`config.mk`:
```
export PLATFORM = sky130hd
export DESIGN_NAME = sync_escape_frame_decoder
export DESIGN_NICKNAME = d
export VERILOG_FILES = /design/src/rtl/sefd_pkg.sv /design/src/rtl/sync_escape_frame_decoder.sv /design/src/rtl/sefd_front.sv /design/src/rtl/sefd_queue.sv /design/src/rtl/sefd_back.sv
export SDC_FILE = /design/constraint.sdc
export NUM_CORES = 1
export LEC_CHECK = 0
export ABC_AREA = 0
export BUFFER_PORTS_ARGS = -buffer_cell sky130_fd_sc_hd__buf_2
export CAP_MARGIN = 5
export CORE_ASPECT_RATIO = 0.6
export CORE_MARGIN = 4
export CORE_UTILIZATION = 45
export DETAILED_ROUTE_END_ITERATION = 12
export SYNTH_ARGS = -nofsm -noshare
export SYNTH_HDL_FRONTEND = slang
export SYNTH_HIERARCHICAL = 1
export SYNTH_SLANG_ARGS = --single-unit
```
`constraint.sdc`:
```
create_clock -name clk -period 5.25 [get_ports clk]
set_input_delay 0.7875 -clock clk [delete_from_list [all_inputs] [get_ports clk]]
set_output_delay 0.7875 -clock clk [all_outputs]
set_load 0.02 [all_outputs]
```
`src/rtl/sefd_pkg.sv`:
```
// shared types and constants for the sync/escape frame decoder
// no dependencies; used by every rtl file through scoped names
`default_nettype none

package sefd_pkg;

	// framing bytes
	localparam logic [7:0] SYNC_BYTE  = 8'hE0;
	localparam logic [7:0] ESC_BYTE   = 8'hD0;
	localparam logic [8:0] HEADER_LEN = 9'd3;

	// default depth of the result queue between front and back
	localparam int unsigned QUEUE_DEPTH = 4;

	// configuration register indexes
	localparam logic CFG_CHECKSUM_STRICT = 1'b0;
	localparam logic CFG_SYNC_HUNT       = 1'b1;

	// result kinds
	localparam logic KIND_DATA   = 1'b0;
	localparam logic KIND_STATUS = 1'b1;

	typedef enum logic [2:0] {
		ST_OK     = 3'd0,
		ST_WARN   = 3'd1,
		ST_REJECT = 3'd2,
		ST_STRAY  = 3'd3,
		ST_NOSYNC = 3'd4
	} status_t;

	typedef enum logic [3:0] {
		PH_HUNT   = 4'b0001,
		PH_HEADER = 4'b0010,
		PH_DATA   = 4'b0100,
		PH_CHECK  = 4'b1000
	} phase_t;

	// one result item
	typedef struct packed {
		logic       kind;
		logic [7:0] data_byte;
		logic [8:0] position;
		status_t    status;
		logic [7:0] sum_value;
	} res_t;

	// queue status seen by front and back
	typedef struct packed {
		logic full;
		logic empty;
	} q_stat_t;

endpackage

`default_nettype wire

```
`src/rtl/sync_escape_frame_decoder.sv`:
```
// sync/escape frame decoder: top level joining front, queue and back
// depends on sefd_pkg, sefd_front, sefd_queue, sefd_back
//
// usage
//  - input channel: one raw serial byte per item on rx_byte, valid/ready
//  - output channel: zero or one result item per input byte; kind 0 is a
//    decoded frame byte with its position and running sum, kind 1 closes the
//    frame (checksum ok, warned, rejected) or reports a stray sync or no sync
//  - config port: cfg_we/cfg_index/cfg_data, index 0 checksum_strict,
//    index 1 sync_hunt; write only while the block is idle
//  - throughput: one byte per cycle sustained while the queue has room;
//    frame state update: compare, 8-bit adds, counter step in the front stage
//  - path: a result item goes through the queue and the output register
//    before it shows on out_valid; the front writes the queue when it
//    accepts the byte, the back loads the register once it is free
//  - stall: the front keeps accepting while the output is stalled until the
//    QueueDepth-entry queue fills; in_ready then drops until the receiver
//    takes an item
//  - reset: arst_n clears frame state to hunting, empties the queue and
//    clears out_valid; checksum_strict resets to 0 and sync_hunt to 1
`default_nettype none

module sync_escape_frame_decoder #(
	parameter int unsigned QueueDepth = sefd_pkg::QUEUE_DEPTH
) (
	input  wire         clk,
	input  wire         arst_n,
	// input byte channel
	input  wire         in_valid,
	output logic        in_ready,
	input  wire  [7:0]  rx_byte,
	// result channel
	output logic        out_valid,
	input  wire         out_ready,
	output logic        kind,
	output logic [7:0]  data_byte,
	output logic [8:0]  position,
	output logic [2:0]  status,
	output logic [7:0]  sum_value,
	// configuration writes
	input  wire         cfg_we,
	input  wire         cfg_index,
	input  wire         cfg_data
);

	sefd_pkg::q_stat_t q_stat;
	sefd_pkg::res_t    push_res;
	sefd_pkg::res_t    head;
	sefd_pkg::res_t    out_res;
	logic              push;
	logic              pop;

	// front: frame state machine and classification of each byte
	sefd_front u_front (
		.clk      (clk),
		.arst_n   (arst_n),
		.in_valid (in_valid),
		.in_ready (in_ready),
		.rx_byte  (rx_byte),
		.cfg_we   (cfg_we),
		.cfg_index(cfg_index),
		.cfg_data (cfg_data),
		.q_stat   (q_stat),
		.push     (push),
		.push_res (push_res)
	);

	// queue decouples front from output stalls
	sefd_queue #(
		.Depth(QueueDepth)
	) u_queue (
		.clk     (clk),
		.arst_n  (arst_n),
		.push    (push),
		.push_res(push_res),
		.pop     (pop),
		.head    (head),
		.q_stat  (q_stat)
	);

	// back: output register toward the receiver
	sefd_back u_back (
		.clk      (clk),
		.arst_n   (arst_n),
		.q_stat   (q_stat),
		.head     (head),
		.pop      (pop),
		.out_valid(out_valid),
		.out_ready(out_ready),
		.out_res  (out_res)
	);

	assign kind      = out_res.kind;
	assign data_byte = out_res.data_byte;
	assign position  = out_res.position;
	assign status    = out_res.status;
	assign sum_value = out_res.sum_value;

endmodule

`default_nettype wire

```
`src/rtl/sefd_front.sv`:
```
// front part: accepts raw bytes, tracks frame state and classifies each byte
// depends on sefd_pkg
`default_nettype none

module sefd_front (
	input  wire                 clk,
	input  wire                 arst_n,
	input  wire                 in_valid,
	output logic                in_ready,
	input  wire  [7:0]          rx_byte,
	input  wire                 cfg_we,
	input  wire                 cfg_index,
	input  wire                 cfg_data,
	input  sefd_pkg::q_stat_t   q_stat,
	output logic                push,
	output sefd_pkg::res_t      push_res
);

	logic              strict_q;
	logic              hunt_q;
	sefd_pkg::phase_t  phase_q, phase_d;
	logic [8:0]        count_q, count_d;
	logic [7:0]        remaining_q, remaining_d;
	logic [7:0]        sum_q, sum_d;
	logic              esc_q, esc_d;
	logic              res_valid;
	logic              accept;
	logic [7:0]        dec;
	logic [7:0]        sum_new;
	logic [8:0]        count_new;
	logic [7:0]        rem_dec;

	assign in_ready = !q_stat.full;
	assign accept   = in_valid && in_ready;
	assign push     = accept && res_valid;

	assign dec       = esc_q ? (rx_byte + 8'd1) : rx_byte;
	assign sum_new   = sum_q + dec;
	assign count_new = count_q + 9'd1;
	assign rem_dec   = remaining_q - 8'd1;

	always_comb begin
		phase_d     = phase_q;
		count_d     = count_q;
		remaining_d = remaining_q;
		sum_d       = sum_q;
		esc_d       = esc_q;
		res_valid   = 1'b0;
		push_res.kind      = sefd_pkg::KIND_STATUS;
		push_res.data_byte = rx_byte;
		push_res.position  = count_q;
		push_res.status    = sefd_pkg::ST_OK;
		push_res.sum_value = sum_q;
		unique case (phase_q)
			sefd_pkg::PH_HUNT: begin
				if (rx_byte == sefd_pkg::SYNC_BYTE) begin
					phase_d = sefd_pkg::PH_HEADER;
				end else if (!hunt_q) begin
					res_valid          = 1'b1;
					push_res.position  = 9'd0;
					push_res.sum_value = 8'd0;
					push_res.status    = sefd_pkg::ST_NOSYNC;
				end
			end
			sefd_pkg::PH_CHECK: begin
				res_valid = 1'b1;
				if (rx_byte != sum_q) begin
					push_res.status = strict_q ? sefd_pkg::ST_REJECT : sefd_pkg::ST_WARN;
				end
				phase_d     = sefd_pkg::PH_HUNT;
				count_d     = '0;
				remaining_d = '0;
				sum_d       = '0;
				esc_d       = 1'b0;
			end
			sefd_pkg::PH_HEADER, sefd_pkg::PH_DATA: begin
				if (rx_byte == sefd_pkg::ESC_BYTE) begin
					esc_d = 1'b1;
				end else if (!esc_q && rx_byte == sefd_pkg::SYNC_BYTE) begin
					// unescaped sync inside a frame
					res_valid       = 1'b1;
					push_res.status = sefd_pkg::ST_STRAY;
					phase_d         = sefd_pkg::PH_HUNT;
					count_d         = '0;
					remaining_d     = '0;
					sum_d           = '0;
					esc_d           = 1'b0;
				end else begin
					res_valid          = 1'b1;
					push_res.kind      = sefd_pkg::KIND_DATA;
					push_res.data_byte = dec;
					push_res.sum_value = sum_new;
					esc_d              = 1'b0;
					sum_d              = sum_new;
					count_d            = count_new;
					if (phase_q == sefd_pkg::PH_HEADER) begin
						if (count_new >= sefd_pkg::HEADER_LEN) begin
							remaining_d = dec;
							phase_d     = (dec == 8'd0) ? sefd_pkg::PH_CHECK
							                            : sefd_pkg::PH_DATA;
						end
					end else begin
						remaining_d = rem_dec;
						if (rem_dec == 8'd0) begin
							phase_d = sefd_pkg::PH_CHECK;
						end
					end
				end
			end
			default: begin
				phase_d     = sefd_pkg::PH_HUNT;
				count_d     = '0;
				remaining_d = '0;
				sum_d       = '0;
				esc_d       = 1'b0;
			end
		endcase
	end

	always_ff @(posedge clk or negedge arst_n) begin
		if (!arst_n) begin
			phase_q     <= sefd_pkg::PH_HUNT;
			count_q     <= '0;
			remaining_q <= '0;
			sum_q       <= '0;
			esc_q       <= 1'b0;
		end else if (accept) begin
			phase_q     <= phase_d;
			count_q     <= count_d;
			remaining_q <= remaining_d;
			sum_q       <= sum_d;
			esc_q       <= esc_d;
		end
	end

	// configuration registers
	always_ff @(posedge clk or negedge arst_n) begin
		if (!arst_n) begin
			strict_q <= 1'b0;
			hunt_q   <= 1'b1;
		end else if (cfg_we) begin
			unique case (cfg_index)
				sefd_pkg::CFG_CHECKSUM_STRICT: strict_q <= cfg_data;
				sefd_pkg::CFG_SYNC_HUNT:       hunt_q   <= cfg_data;
				default: ;
			endcase
		end
	end

endmodule

`default_nettype wire

```
`src/rtl/sefd_queue.sv`:
```
// small result queue between front and back, built from flip-flops
// depends on sefd_pkg
`default_nettype none

module sefd_queue #(
	parameter int unsigned Depth = sefd_pkg::QUEUE_DEPTH
) (
	input  wire                 clk,
	input  wire                 arst_n,
	input  wire                 push,
	input  sefd_pkg::res_t      push_res,
	input  wire                 pop,
	output sefd_pkg::res_t      head,
	output sefd_pkg::q_stat_t   q_stat
);

	localparam int unsigned PtrW = (Depth > 1) ? $clog2(Depth) : 1;
	localparam int unsigned CntW = $clog2(Depth + 1);

	sefd_pkg::res_t  mem_q [Depth];
	logic [PtrW-1:0] wr_ptr_q;
	logic [PtrW-1:0] rd_ptr_q;
	logic [CntW-1:0] cnt_q;
	logic            do_push;
	logic            do_pop;

	assign q_stat.full  = (cnt_q == CntW'(Depth));
	assign q_stat.empty = (cnt_q == '0);
	assign do_push      = push && !q_stat.full;
	assign do_pop       = pop && !q_stat.empty;
	assign head         = mem_q[rd_ptr_q];

	always_ff @(posedge clk) begin
		if (do_push) begin
			mem_q[wr_ptr_q] <= push_res;
		end
	end

	always_ff @(posedge clk or negedge arst_n) begin
		if (!arst_n) begin
			wr_ptr_q <= '0;
			rd_ptr_q <= '0;
			cnt_q    <= '0;
		end else begin
			if (do_push) begin
				wr_ptr_q <= (wr_ptr_q == PtrW'(Depth - 1)) ? '0 : wr_ptr_q + 1'b1;
			end
			if (do_pop) begin
				rd_ptr_q <= (rd_ptr_q == PtrW'(Depth - 1)) ? '0 : rd_ptr_q + 1'b1;
			end
			if (do_push && !do_pop) begin
				cnt_q <= cnt_q + 1'b1;
			end else if (do_pop && !do_push) begin
				cnt_q <= cnt_q - 1'b1;
			end
		end
	end

endmodule

`default_nettype wire

```
`src/rtl/sefd_back.sv`:
```
// back part: drains the result queue into the output register
// depends on sefd_pkg
`default_nettype none

module sefd_back (
	input  wire                 clk,
	input  wire                 arst_n,
	input  sefd_pkg::q_stat_t   q_stat,
	input  sefd_pkg::res_t      head,
	output logic                pop,
	output logic                out_valid,
	input  wire                 out_ready,
	output sefd_pkg::res_t      out_res
);

	logic           out_valid_q;
	sefd_pkg::res_t out_res_q;

	// load when the register is empty or being drained this cycle
	assign pop       = !q_stat.empty && (!out_valid_q || out_ready);
	assign out_valid = out_valid_q;
	assign out_res   = out_res_q;

	always_ff @(posedge clk or negedge arst_n) begin
		if (!arst_n) begin
			out_valid_q <= 1'b0;
		end else if (pop) begin
			out_valid_q <= 1'b1;
		end else if (out_ready) begin
			out_valid_q <= 1'b0;
		end
	end

	always_ff @(posedge clk) begin
		if (pop) begin
			out_res_q <= head;
		end
	end

endmodule

`default_nettype wire

```
==> results.yml <==
sta:
  finalMaxSlewViolations: 0
  timing.final.crit_share_pct: 68.6
  tightest_slew_ps: 1270
  whs_ps: 531
  rsz_0062_raised_after_global_routing: "false"
  worst_skew_ps: 9.98
  setup_viol: 0
  final.min_clock_period_ps: 3600
  max_freq_mhz: 278
  slew_headroom_pct: 14.9
  setup-tns-final_ps: 0
  number_of_endpoints_with_negative_hold_slack_in_the_final_report: 0
placement:
  detailedPlacementHpwl_mm: 11.3
  port-buffer-count: 45
  place.gp.congestion: 0.843
  dpl-instance-area_sq_um: 8860
  dp.cells: 839
clock_network:
  postCtsSetupBuffers: 0
  cts-buffers-inserted: 17
  ctsRootBufferMaster: "sky130_fd_sc_hd__clkbuf_16"
  clkSlewWorstSetupHoldPaths_ps: 70
  cts-htree-levels: 4
  worstSkewPairLatency_ps: 420
  cts_tree: "done"
  post_cts_hold_buffer_count: 0
  cts_resized: 0
  cts-root-to-sink-buffers: 2
  numClockSinks: 185
drt:
  drc: 0
  post_drt_via_cell_ratio: 5.62
  drtAntennaViolNets: 0
  routed_wirelength_mm: 17.0
  drt-pass1-iter-count: 6
  dr_total_vias: 4892
  drtIter0Drc: 427
  avgRoutedWirePerCell_um: 19.5
finish:
  final_instance_area_sq_um: 9450
  num-fill-cells: 1539
  n_antenna_cell: 0
  register_area_sq_um: 5360
  design.final.nets: 655
  area_growth_pct: 13.1
  multi_input_comb_area_sq_um: 2800
  post_route_cells_drive_above_1_share_pct: 23.3
  final_cell_count_no_fill: 870
min_path:
  hold_class: "in -> async"
setup_path:
  critical_path_arrival_ps: 3930
  cp_slowest_stage_delay_ps: 390
  crit_path_frequent_cell: "sky130_fd_sc_hd__inv_1"
  start_kind: "input port"
  worstSetupPathType: "in -> reg"
  timing.critical_path.to_type: "flop"
  worstPathCellList: "buf_2 -> inv_1 -> ha_1 -> and4b_1 -> and4_1 -> nor2_1 -> inv_1 -> a31oi_1 -> nor2b_4 -> ha_1 -> inv_1 -> fa_1 -> xor2_1 -> nor2_1 -> xor2_1"
  critical-path-slowest-cell: "sky130_fd_sc_hd__nor2_1"
  crit_path_max_fanout: 9
  required_ps: 5570
floorplanning:
  die_width_um: 184
  io-pin-count: 46
  floorplan.initialDensity_pct: 46.0
  core_area_sq_um: 18200
  std_cell_rows: 38
  die_h_um: 114
  floorplan.die_area_sq_um: 20900
global_routing:
  grt_remaining_overflow: 0
  global_route_wire_length_before_repair_mm: 27.4
  grt_pass1_vias: 4864
  antenna_found_initial: 0
  grt_start_max_net_pins: 41
  gr-usage-all-layers_pct: 17.1
synth:
  synthesis.area_per_instance_sq_um: 14.8
  synth_edf_count: 145
  yosys.cell_types.count: 67
  async_flop_share_pct: 21.6
  synth.cell_area_sq_um: 8360
  syn-instance-count: 566
  ys_dominant_reg_cell: "sky130_fd_sc_hd__edfxtp_1"
  ys_seq_area_share_pct: 64.1
  postSynthRegisterBits: 185
  ys_warn_count: 6
  synth.net_count: 603
power:
  power.density_cell_area_nw_per_um2: 560
  vdd_drop_max_uv: 256
  power.leakage_uw: 0.00346
status:
  outcome: "finished, final reports clean"
flow_run:
  maxCapViolCount: 0
==> layer usage <==
layer / GRT usage [%] / part of all wire (%)
met2: 26.0 / 46
met3: 3.79 / 5.5
met4: 4.38 / 0.80
met5: 0 / 0
met1: 25.2 / 48
==> layout make-up <==
type                            count  area share [%]
Timing Repair Buffer               56            3.26
Multi-Input combinational cell    335            29.7
Tap cell                          240            3.18
Inverter                           23           0.913
Sequential cell                   185            56.7
Clock inverter                     13            1.75
Clock buffer                       18            4.54
==> per-stage QoR <==
| step | setup WS (ps) | util [%] | power, uW |
|---|---|---|---|
| after floorplan | 1150 | - | 3520 |
| after global placement | 1490 | 48.8 | 3990 |
| after detailed placement | 1370 | 48.8 | 4040 |
| after CTS | 1730 | 52.0 | 5350 |
| after global routing | 1390 | 52.0 | 5620 |
| final | 1650 | 52.0 | 5290 |
==> Yosys cell counts, types with 10 or more instances <==
cell type	count	area, sq um
sky130_fd_sc_hd__a21oi_1	16	80.1
sky130_fd_sc_hd__and2_1	10	62.6
sky130_fd_sc_hd__dfrtp_1	38	951
sky130_fd_sc_hd__edfxtp_1	145	4350
sky130_fd_sc_hd__ha_1	20	250
sky130_fd_sc_hd__inv_1	23	86.3
sky130_fd_sc_hd__mux4_2	29	653
sky130_fd_sc_hd__nand2_1	30	113
sky130_fd_sc_hd__nand3_1	15	75.1
sky130_fd_sc_hd__nor2_1	33	124
sky130_fd_sc_hd__o21ai_0	38	190
sky130_fd_sc_hd__xnor2_1	19	166
sky130_fd_sc_hd__xor2_1	14	123
==> logic make-up (layout without fill, tap and decap cells) <==
logic type                 count (synthesis)  in the layout  synth area share (%)
AOI/OAI and AO/OA                         95             95                  7.60
adders and majority gates                 22             22                  3.47
xor gates and xnor gates                  33             33                  3.46
and+or+nand+nor                          144            144                  9.40
buffers and inverters                     46            110                  2.47
muxes                                     41             41                  9.49
DFF                                      185            185                  64.1
==> flip-flops by register name (all words and copies together) (netlist names), 2 cells and up <==
register,count
u_front/remaining_q,8
u_queue/rd_ptr_q,2
u_queue/cnt_q,3
u_front/sum_q,8
u_queue/wr_ptr_q,2
u_front/phase_q,4
u_front/count_q,9
u_back/out_res,29
u_queue/mem_q,116
==> power breakdown <==
part / switching, uW / internal (uW)
Sequential: 201 / 2040
Clock: 563 / 717
Combinational: 1060 / 700
==> cell usage in the layout, fill, tap and decap left out, types with 3 or more instances in the layout <==
| cell type | instances |
|---|---|
| sky130_fd_sc_hd__xor2_1 | 14 |
| sky130_fd_sc_hd__nor3b_1 | 4 |
| sky130_fd_sc_hd__a21oi_1 | 16 |
| sky130_fd_sc_hd__or2_2 | 5 |
| sky130_fd_sc_hd__nand2b_1 | 5 |
| sky130_fd_sc_hd__nor2b_1 | 3 |
| sky130_fd_sc_hd__mux2_2 | 6 |
| sky130_fd_sc_hd__nor3_1 | 9 |
| sky130_fd_sc_hd__nor4_1 | 4 |
| sky130_fd_sc_hd__o21ai_0 | 38 |
| sky130_fd_sc_hd__mux4_2 | 29 |
| sky130_fd_sc_hd__and2_1 | 10 |
| sky130_fd_sc_hd__o31ai_1 | 9 |
| sky130_fd_sc_hd__buf_4 | 11 |
| sky130_fd_sc_hd__nand2_1 | 30 |
| sky130_fd_sc_hd__inv_8 | 3 |
| sky130_fd_sc_hd__a31oi_1 | 3 |
| sky130_fd_sc_hd__nand4_1 | 5 |
| sky130_fd_sc_hd__ha_1 | 20 |
| sky130_fd_sc_hd__a22o_1 | 4 |
| sky130_fd_sc_hd__clkinv_4 | 3 |
| sky130_fd_sc_hd__xnor2_1 | 19 |
| sky130_fd_sc_hd__dfrtp_1 | 37 |
| sky130_fd_sc_hd__buf_2 | 45 |
| sky130_fd_sc_hd__nor2_1 | 32 |
| sky130_fd_sc_hd__or3_1 | 4 |
| sky130_fd_sc_hd__edfxtp_1 | 145 |
| sky130_fd_sc_hd__a21o_1 | 3 |
| sky130_fd_sc_hd__clkbuf_16 | 17 |
| sky130_fd_sc_hd__inv_1 | 23 |
| sky130_fd_sc_hd__nand3_1 | 15 |
==> critical path: cells and delay by family <==
kind	cells	cell delay, ps
compound gates	1	250
xor+xnor	2	370
fa+ha+maj	3	800
buf+inv	4	450
simple gates	5	1280
==> final timing paths <==
kind                                              endpoint  slack [ps]                            from  depth (start not counted)
min reg2reg                   u_front/strict_q$_DFFE_PN0P_         540    u_front/strict_q$_DFFE_PN0P_                          1
max in group asynchronous  u_queue/rd_ptr_q[0]$_DFFE_PN0P_        4050                          arst_n                          1
max                           u_queue/cnt_q[2]$_DFFE_PN0P_        1650                      rx_byte[0]                         15
min                         u_front/phase_q[3]$_DFFE_PN0P_         530                          arst_n                          1
max reg2reg                   u_queue/cnt_q[2]$_DFFE_PN0P_        1830  u_front/phase_q[2]$_DFFE_PN0P_                         12
min in group clk              u_front/strict_q$_DFFE_PN0P_         540    u_front/strict_q$_DFFE_PN0P_                          1
(Power assumes the default switching activity.)
